[src/assert_macros.svh]
// ----------------------------------------------------------------------------
// Assertion macros
// Shared concurrent assertion forms, clocked on clk and disabled in reset.
// ----------------------------------------------------------------------------
`ifndef ASSERT_MACROS_SVH
`define ASSERT_MACROS_SVH

// Property that must hold at every clock edge out of reset.
`define BCA_ASSERT(lbl, prop, msg) \
  lbl: assert property (@(posedge clk) disable iff (!rst_n) (prop)) else $error(msg);

// Consequent that must hold in the cycle after the antecedent.
`define BCA_ASSERT_NEXT(lbl, ante, cons, msg) \
  lbl: assert property (@(posedge clk) disable iff (!rst_n) (ante) |=> (cons)) \
    else $error(msg);

`endif

[src/bca_pkg.sv]
// ----------------------------------------------------------------------------
// bca_pkg
// Sizes, status codes and controller/datapath interface types for the
// bitmap contiguous allocator.
// ----------------------------------------------------------------------------
package bca_pkg;

  // Geometry of the occupancy map and the owner table.
  localparam int MEM_BLOCKS    = 32;
  localparam int TABLE_ENTRIES = 32;

  // Fixed field widths of the request and result transfers.
  localparam int ID_W     = 16;
  localparam int LEN_W    = 6;
  localparam int START_W  = 5;
  localparam int STATUS_W = 2;

  // Derived internal widths.
  localparam int BLK_W = $clog2(MEM_BLOCKS);
  localparam int ENT_W = (TABLE_ENTRIES > 1) ? $clog2(TABLE_ENTRIES) : 1;
  localparam int CNT_W = $clog2(TABLE_ENTRIES + 1);
  localparam int RUN_W = $clog2(MEM_BLOCKS + 1);
  localparam int SUM_W = ((BLK_W > LEN_W) ? BLK_W : LEN_W) + 1;

  // Request codes.
  localparam logic CMD_ALLOC = 1'b0;
  localparam logic CMD_FREE  = 1'b1;

  // Result status codes.
  typedef enum logic [STATUS_W-1:0] {
    ST_OK         = 2'd0,
    ST_NO_SPACE   = 2'd1,
    ST_TABLE_FULL = 2'd2,
    ST_NOT_FOUND  = 2'd3
  } status_t;

  // Commands from the controller to the datapath.
  typedef struct packed {
    logic    load;          // capture the request and clear the search state
    logic    scan_step;     // examine one map block
    logic    commit_alloc;  // record the entry and mark the run used
    logic    tbl_read;      // read the table entry at the search index
    logic    tbl_next;      // advance the table search index
    logic    commit_free;   // kill the entry and mark its run free
    logic    finish;        // latch the result
    status_t res_status;    // status of the latched result
    logic    push;          // move the result into the output register
  } dp_cmd_t;

  // Status from the datapath to the controller.
  typedef struct packed {
    logic len_zero;    // requested length is zero
    logic scan_hit;    // current block completes a long enough run
    logic scan_last;   // current block is the last one in the map
    logic table_full;  // no table slot is left
    logic tbl_done;    // search index has passed all used entries
    logic tbl_hit;     // entry just read is live and owned by the ID
    logic out_free;    // output register can take a result this cycle
  } dp_stat_t;

endpackage

[src/bca_ctrl.sv]
// ----------------------------------------------------------------------------
// bca_ctrl
// Sequencer for the allocator: runs the map scan for allocate and the
// table search for free, then hands the result to the output register.
// ----------------------------------------------------------------------------
`include "assert_macros.svh"

module bca_ctrl (
  input  logic               clk,
  input  logic               rst_n,
  input  logic               in_valid,
  input  logic               in_cmd,
  output logic               in_stall,
  input  bca_pkg::dp_stat_t  stat,
  output bca_pkg::dp_cmd_t   cmd
);
  import bca_pkg::*;

  typedef enum logic [2:0] {
    S_IDLE,
    S_SCAN,
    S_TBL_RD,
    S_TBL_CMP,
    S_RESP
  } state_t;

  state_t state_r, state_nxt;

  // Requests are taken only between operations, never during reset.
  assign in_stall = !rst_n || (state_r != S_IDLE);

  // Next state and datapath commands.
  always_comb begin
    state_nxt = state_r;
    cmd       = '0;
    case (state_r)
      S_IDLE: begin
        if (in_valid) begin
          cmd.load  = 1'b1;
          state_nxt = (in_cmd == CMD_FREE) ? S_TBL_RD : S_SCAN;
        end
      end
      S_SCAN: begin
        cmd.scan_step = 1'b1;
        if (stat.len_zero) begin
          cmd.finish     = 1'b1;
          cmd.res_status = ST_NO_SPACE;
          state_nxt      = S_RESP;
        end else if (stat.scan_hit) begin
          cmd.finish = 1'b1;
          if (stat.table_full) begin
            cmd.res_status = ST_TABLE_FULL;
          end else begin
            cmd.commit_alloc = 1'b1;
            cmd.res_status   = ST_OK;
          end
          state_nxt = S_RESP;
        end else if (stat.scan_last) begin
          cmd.finish     = 1'b1;
          cmd.res_status = ST_NO_SPACE;
          state_nxt      = S_RESP;
        end
      end
      S_TBL_RD: begin
        if (stat.tbl_done) begin
          cmd.finish     = 1'b1;
          cmd.res_status = ST_NOT_FOUND;
          state_nxt      = S_RESP;
        end else begin
          cmd.tbl_read = 1'b1;
          state_nxt    = S_TBL_CMP;
        end
      end
      S_TBL_CMP: begin
        if (stat.tbl_hit) begin
          cmd.commit_free = 1'b1;
          cmd.finish      = 1'b1;
          cmd.res_status  = ST_OK;
          state_nxt       = S_RESP;
        end else begin
          cmd.tbl_next = 1'b1;
          state_nxt    = S_TBL_RD;
        end
      end
      S_RESP: begin
        if (stat.out_free) begin
          cmd.push  = 1'b1;
          state_nxt = S_IDLE;
        end
      end
      default: begin
        state_nxt = S_IDLE;
      end
    endcase
  end

  // State register.
  always_ff @(posedge clk) begin
    if (!rst_n) begin
      state_r <= S_IDLE;
    end else begin
      state_r <= state_nxt;
    end
  end

  `BCA_ASSERT_NEXT(a_accept_dispatch, state_r == S_IDLE && in_valid, state_r == S_SCAN || state_r == S_TBL_RD, "accepted request did not start an operation")
  `BCA_ASSERT(a_push_free, cmd.push |-> stat.out_free, "result pushed into a full output register")
  `BCA_ASSERT_NEXT(a_resp_hold, state_r == S_RESP && !stat.out_free, state_r == S_RESP, "result dropped while the output register was full")

endmodule

[src/bca_datapath.sv]
// ----------------------------------------------------------------------------
// bca_datapath
// Occupancy map, owner table memory, search counters and the output
// register of the allocator.
// ----------------------------------------------------------------------------
`include "assert_macros.svh"

module bca_datapath (
  input  logic                              clk,
  input  logic                              rst_n,
  input  logic                              in_cmd,
  input  logic [bca_pkg::ID_W-1:0]          in_owner_id,
  input  logic [bca_pkg::LEN_W-1:0]         in_run_length,
  input  bca_pkg::dp_cmd_t                  cmd,
  output bca_pkg::dp_stat_t                 stat,
  output logic                              out_valid,
  input  logic                              out_stall,
  output logic [bca_pkg::STATUS_W-1:0]      out_status,
  output logic [bca_pkg::START_W-1:0]       out_start_block
);
  import bca_pkg::*;

  typedef struct packed {
    logic [ID_W-1:0]  owner;
    logic [BLK_W-1:0] start;
    logic [LEN_W-1:0] size;
  } entry_t;

  // Request registers.
  logic              req_cmd_r;
  logic [ID_W-1:0]   id_r;
  logic [LEN_W-1:0]  len_r;

  // Persistent state.
  logic [MEM_BLOCKS-1:0]    map_r;
  logic [TABLE_ENTRIES-1:0] live_r;
  logic [CNT_W-1:0]         used_r;
  entry_t                   tbl_mem [TABLE_ENTRIES];
  entry_t                   rd_q;

  // Search state.
  logic [BLK_W-1:0] scan_idx_r;
  logic [RUN_W-1:0] run_r;
  logic [BLK_W-1:0] run_start_r;
  logic [CNT_W-1:0] tbl_idx_r;

  // Result and output registers.
  status_t             res_status_r;
  logic [START_W-1:0]  res_start_r;
  logic                out_valid_r;
  logic [STATUS_W-1:0] out_status_r;
  logic [START_W-1:0]  out_start_r;

  logic [ENT_W-1:0]      tbl_addr;
  logic [ENT_W-1:0]      used_addr;
  logic                  blk_free;
  logic [BLK_W-1:0]      cand_start;
  logic [BLK_W-1:0]      mask_lo;
  logic [LEN_W-1:0]      mask_len;
  logic [MEM_BLOCKS-1:0] run_mask;

  assign tbl_addr  = tbl_idx_r[ENT_W-1:0];
  assign used_addr = used_r[ENT_W-1:0];

  // A new run starts at the current block when no free run is open.
  assign blk_free   = !map_r[scan_idx_r];
  assign cand_start = (run_r == '0) ? scan_idx_r : run_start_r;

  // Status toward the controller.
  always_comb begin
    stat            = '0;
    stat.len_zero   = (len_r == '0);
    stat.scan_hit   = blk_free && (len_r != '0) &&
                      ((SUM_W'(run_r) + SUM_W'(1)) >= SUM_W'(len_r));
    stat.scan_last  = (scan_idx_r == BLK_W'(MEM_BLOCKS - 1));
    stat.table_full = (used_r == CNT_W'(TABLE_ENTRIES));
    stat.tbl_done   = (tbl_idx_r >= used_r);
    stat.tbl_hit    = live_r[tbl_addr] && (rd_q.owner == id_r);
    stat.out_free   = !out_valid_r || !out_stall;
  end

  // Block mask of the run being set or cleared; blocks past the map drop out.
  assign mask_lo  = cmd.commit_alloc ? cand_start : rd_q.start;
  assign mask_len = cmd.commit_alloc ? len_r : rd_q.size;

  always_comb begin
    for (int b = 0; b < MEM_BLOCKS; b++) begin
      run_mask[b] = (SUM_W'(b) >= SUM_W'(mask_lo)) &&
                    (SUM_W'(b) < (SUM_W'(mask_lo) + SUM_W'(mask_len)));
    end
  end

  // Map, live marks, fill count and output valid.
  always_ff @(posedge clk) begin
    if (!rst_n) begin
      map_r       <= '0;
      live_r      <= '0;
      used_r      <= '0;
      out_valid_r <= 1'b0;
    end else begin
      if (cmd.commit_alloc) begin
        map_r            <= map_r | run_mask;
        live_r[used_addr] <= 1'b1;
        used_r           <= used_r + CNT_W'(1);
      end else if (cmd.commit_free) begin
        map_r            <= map_r & ~run_mask;
        live_r[tbl_addr] <= 1'b0;
      end
      if (cmd.push) begin
        out_valid_r <= 1'b1;
      end else if (!out_stall) begin
        out_valid_r <= 1'b0;
      end
    end
  end

  // Owner table memory: one write port, one registered read port.
  always_ff @(posedge clk) begin
    if (cmd.commit_alloc) begin
      tbl_mem[used_addr] <= '{owner: id_r, start: cand_start, size: len_r};
    end
    if (cmd.tbl_read) begin
      rd_q <= tbl_mem[tbl_addr];
    end
  end

  // Request capture and search counters.
  always_ff @(posedge clk) begin
    if (cmd.load) begin
      req_cmd_r   <= in_cmd;
      id_r        <= in_owner_id;
      len_r       <= in_run_length;
      scan_idx_r  <= '0;
      run_r       <= '0;
      run_start_r <= '0;
      tbl_idx_r   <= '0;
    end else begin
      if (cmd.scan_step) begin
        if (blk_free) begin
          run_start_r <= cand_start;
          run_r       <= run_r + RUN_W'(1);
        end else begin
          run_r <= '0;
        end
        scan_idx_r <= scan_idx_r + BLK_W'(1);
      end
      if (cmd.tbl_next) begin
        tbl_idx_r <= tbl_idx_r + CNT_W'(1);
      end
    end
  end

  // Result latch and output register payload.
  always_ff @(posedge clk) begin
    if (cmd.finish) begin
      res_status_r <= cmd.res_status;
      if (cmd.commit_alloc) begin
        res_start_r <= START_W'(cand_start);
      end else if (cmd.commit_free) begin
        res_start_r <= START_W'(rd_q.start);
      end else begin
        res_start_r <= '0;
      end
    end
    if (cmd.push) begin
      out_status_r <= res_status_r;
      out_start_r  <= res_start_r;
    end
  end

  assign out_valid       = out_valid_r;
  assign out_status      = out_status_r;
  assign out_start_block = out_start_r;

  `BCA_ASSERT_NEXT(a_used_incr, cmd.commit_alloc, used_r == $past(used_r) + CNT_W'(1), "fill count did not advance on allocate")
  `BCA_ASSERT(a_alloc_room, cmd.commit_alloc |-> (stat.scan_hit && !stat.table_full && req_cmd_r == CMD_ALLOC), "allocate committed without a run or a free slot")
  `BCA_ASSERT(a_free_hit, cmd.commit_free |-> (stat.tbl_hit && !stat.tbl_done && req_cmd_r == CMD_FREE), "free committed without a matching live entry")

endmodule

[src/bitmap_contiguous_allocator.sv]
// ----------------------------------------------------------------------------
// bitmap_contiguous_allocator
// First-fit contiguous block allocator over a one-bit-per-block map, with
// an append-only owner table for releasing runs by ID.
// ----------------------------------------------------------------------------
//   Channel   Direction  Handshake             Payload
//   in_       input      in_valid / in_stall   in_cmd, in_owner_id, in_run_length
//   out_      output     out_valid / out_stall out_status, out_start_block
//
// Allocate scans the map one block per cycle from transfer in to result ready.
// Free reads each owner table entry from memory and then compares it, entry
// by entry, until a match or the last used entry.
// Reset clears the map, the live marks and the fill count.
// A new request is taken while the previous result waits in the output
// register; a result is held there for as long as out_stall is high.
// ----------------------------------------------------------------------------
module bitmap_contiguous_allocator (
  input  logic                         clk,
  input  logic                         rst_n,
  input  logic                         in_valid,
  output logic                         in_stall,
  input  logic                         in_cmd,
  input  logic [bca_pkg::ID_W-1:0]     in_owner_id,
  input  logic [bca_pkg::LEN_W-1:0]    in_run_length,
  output logic                         out_valid,
  input  logic                         out_stall,
  output logic [bca_pkg::STATUS_W-1:0] out_status,
  output logic [bca_pkg::START_W-1:0]  out_start_block
);
  import bca_pkg::*;

  dp_cmd_t  cmd;
  dp_stat_t stat;

  // Sequencer.
  bca_ctrl u_ctrl (
    .clk      (clk),
    .rst_n    (rst_n),
    .in_valid (in_valid),
    .in_cmd   (in_cmd),
    .in_stall (in_stall),
    .stat     (stat),
    .cmd      (cmd)
  );

  // Map, table and output register.
  bca_datapath u_datapath (
    .clk             (clk),
    .rst_n           (rst_n),
    .in_cmd          (in_cmd),
    .in_owner_id     (in_owner_id),
    .in_run_length   (in_run_length),
    .cmd             (cmd),
    .stat            (stat),
    .out_valid       (out_valid),
    .out_stall       (out_stall),
    .out_status      (out_status),
    .out_start_block (out_start_block)
  );

endmodule

[config.mk]
export PLATFORM = sky130hd
export DESIGN_NAME = bitmap_contiguous_allocator
export DESIGN_NICKNAME = d
export VERILOG_FILES = /design/src/bca_pkg.sv /design/src/bca_ctrl.sv /design/src/bca_datapath.sv /design/src/bitmap_contiguous_allocator.sv
export VERILOG_INCLUDE_DIRS = /design/src /design/src/src
export SDC_FILE = /design/constraint.sdc
export NUM_CORES = 1
export LEC_CHECK = 0
export ABC_AREA = 1
export BUFFER_PORTS_ARGS = -buffer_cell sky130_fd_sc_hd__buf_4
export CAP_MARGIN = 20
export CELL_PAD_IN_SITES_DETAIL_PLACEMENT = 0
export CELL_PAD_IN_SITES_GLOBAL_PLACEMENT = 1
export CORE_AREA = 10 10 315 317
export DETAILED_ROUTE_END_ITERATION = 8
export DIE_AREA = 0 0 325 327
export PLACE_DENSITY_LB_ADDON = 0.1
export SKIP_LAST_GASP = 1
export SLEW_MARGIN = 20
export SYNTH_ARGS = -nofsm -noshare
export SYNTH_HDL_FRONTEND = slang
export SYNTH_HIERARCHICAL = 1
export SYNTH_SLANG_ARGS = --single-unit
[constraint.sdc]
create_clock -name clk -period 4.92 [get_ports clk]
set_input_delay 0.984 -clock clk [delete_from_list [all_inputs] [get_ports clk]]
set_output_delay 0.984 -clock clk [all_outputs]
set_load 0.03 [all_outputs]
==> flow_metrics.tcl <==
set metrics [dict create \
    cp-start-kind "flop" \
    synthCells 3378 \
    synth_async_sr_flop_share_pct 0 \
    grt_pass1_wl_um 179100 \
    drt-total-wl_um 122500 \
    diodes 0 \
    drv_cap 0 \
    antenna_found_initial 2 \
    post-place-ws_ps 205.2 \
    clk_latency_ps 700 \
    synth.avg_cell_area_um2 12.26 \
    numCtsBuffers 107 \
    worst_ep_arrival_time_ps 5130 \
    yosysUniqueCellTypes 50 \
    r2r_start "u_datapath/run_r[0]" \
    ant_nets 0 \
    hold_viol 0 \
    startpoint "u_datapath/run_r[0]" \
    utilization_pct 51.12 \
    tightest_slew_ps 1107 \
    finalClockSkew_ps 30.87 \
    clk_pin_slew_ps 60 \
    synth.most_common_cell "edfxtp_1" \
    cts_tree "done" \
    synth_area_leaders "edfxtp_1, o21ai_0, nor2_1, dfxtp_1, o22ai_1" \
    r2r_slack_ps 400 \
    ff2ff_path_depth 32 \
    finalPower_w 0.02009 \
    yosysWarnings 6 \
    initial_core_util_pct 44.66 \
    cp_slowest_cell "fa_1" \
    p_switching_w 0.004993 \
    std_cell_rows 112 \
    power_per_cell_area_nw_per_um2 423.5 \
    critPathMaxStageDelay_ps 440 \
    switching_share_pct 24.86 \
    min_period_ps 4519 \
    worst_slack_ps 400.9 \
    fin_setup_tns_ps 0 \
    dr.pass1.iters 5 \
    cts_root_buf "clkbuf_16" \
    synth_commonest_cells "edfxtp_1, nor2_1, o21ai_0" \
    max_freq_ghz 0.2213 \
    synth-seq-cells 1023 \
    syn2layout_area_growth_pct 14.47 \
    synth_ff_type "edfxtp_1" \
    internal_power_w 0.01509 \
    nets 3500 \
    cp_common_cell "nand2_1" \
    dp_hpwl_um 66360 \
    fin_crit_sh_pct 91.85 \
    yosysSeqAreaShare_pct 71.83 \
    core_region_area_um2 92770 \
    cts_hold_buf 0 \
    grt_usage_pct 22.33 \
    max_slew_margin_pct 26.22 \
    grt_overflow 0 \
    cts_max_level 3 \
    numClockSinks 1023 \
    min_path_type "flop to flop" \
    ios 36 \
    cts_max_path_buffers 3 \
    crit_type "flop to flop" \
    drtIter0Drc 2659 \
    irDropWorstVdd_uv 322.8 \
    viasPerCell 5.809 \
    slew_viol_final 0 \
    power.share.sequential_pct 50.8 \
    drive_above_1_share_pct 12.39 \
    status "completed" \
    pwr-share-clk_pct 39.4 \
    portBuffers 35 \
    synth_edf_count 927 \
    pwr-share-comb_pct 9.8 \
    drc 0 \
    wl_per_cell_um 25.58 \
    path_max_fanout 9 \
    gp_congestion 0.8517 \
    die_h_um 327 \
    dieArea_um2 106300 \
    yosysTopAreaCellShare_pct 67.19 \
    fp.dieW_um 325 \
    vias 27810 \
    crit_path_end_kind "flop" \
    yosysTopAreaCell "edfxtp_1" \
    grt_pass1_vias 26920 \
    crit_required_ps 5530 \
    p_leak_nw 16.05 \
    setup_viol 0 \
    synth_area_um2 41430 \
    synth_nets 3435 \
    grt_max_degree 195 \
]
## flip-flops by register name, summed over array words and instances (netlist names), 6 cells and up, named ones only
signal / cells
u_datapath/live_r: 32
u_datapath/rd_q: 27
u_datapath/tbl_mem: 864
u_datapath/run_r: 6
u_datapath/id_r: 16
u_datapath/used_r: 6
u_datapath/len_r: 6
u_datapath/tbl_idx_r: 6
## power by group through the flow
stage                     Clock (W)  Combinational [W]  Sequential [W]
after floorplan                   0            0.00109          0.0105
after global placement            0            0.00191          0.0104
after detailed placement          0            0.00196          0.0104
after CTS                   0.00808            0.00197          0.0102
after global routing        0.00843            0.00218          0.0102
final                       0.00792            0.00197          0.0102
## area by class of cell
class	count	area, um2
Timing Repair Buffer	157	1484
Multi-Input combinational cell	1999	10590
Sequential cell	1023	29770
Tap cell	1254	1569
Clock buffer	141	2846
Fill cell	8089	45340
Inverter	155	599.3
Clock inverter	59	570.5
## worst max-delay path, delay by kind of cell (launching register included)
| family | cells | cell delay, ps |
|---|---|---|
| adder cells (fa/ha/maj) | 3 | 1060 |
| flip-flops | 1 | 370 |
| AO/OA/AOI/OAI | 2 | 170 |
| buffers and inverters | 6 | 660 |
| AND/OR/NAND/NOR | 21 | 2190 |
## cell usage in the layout, fill, tap and decap left out, drive strengths merged, types with 58 or more instances in the layout
master | synthesis | routed
clkbuf | 145 | 141
a21oi | 58 | 58
nor2 | 613 | 613
buf | 56 | 157
dfxtp | 96 | 96
nand3 | 72 | 72
inv | 153 | 157
o21ai | 500 | 500
nand2 | 280 | 280
o22ai | 225 | 225
edfxtp | 927 | 927
## layer usage
metal	wire length, um	track usage, %	share of wire [%]
met5	23	0	0.019
met4	2938	6.953	2.4
met3	8227	3.422	6.7
met2	57760	36.01	47
met1	53540	30.99	44
## through the flow
step / hold slack, ps / instance area [um2] / instances
3_5_place_dp: 404.5 / 43900 / 4582
2_1_floorplan: 400.3 / 41430 / 3378
3_3_place_gp: 411.7 / 43900 / 4582
4_1_cts: 423.1 / 47320 / 4782
5_1_grt: 427.5 / 47430 / 4788
6_report: 421.4 / 47430 / 4788
## how the worst min path moves through the flow
stage | start | endpoint | slack (ps) | depth (start not counted)
after CTS | u_datapath/res_status_r[0] | u_datapath/out_status[0] | 420 | 0
after floorplan | u_datapath/res_start_r[0] | u_datapath/out_start_block[0] | 400 | 0
final | u_datapath/res_status_r[0] | u_datapath/out_status[0] | 420 | 0
after global routing | u_datapath/res_status_r[0] | u_datapath/out_status[0] | 430 | 0
after detailed placement | u_datapath/res_status_r[0] | u_datapath/out_status[0] | 400 | 0
after global placement | u_datapath/res_status_r[0] | u_datapath/out_status[0] | 410 | 0
## logic make-up after synthesis
group                      after synthesis  synth area share (%)
xor gates and xnor gates                22                0.5013
buffers and inverters                  356                 3.455
AOI/OAI and AO/OA                      892                 12.66
and+or+nand+nor                       1055                 10.63
adders and majority gates               30                0.9241
DFF                                   1023                 71.83
## timing repair
item,in CTS,in global routing
gates resized for setup,0,17
setup endpoints to repair,0,31
setup buffers,0,5
Power figures use the tool's default switching activity.
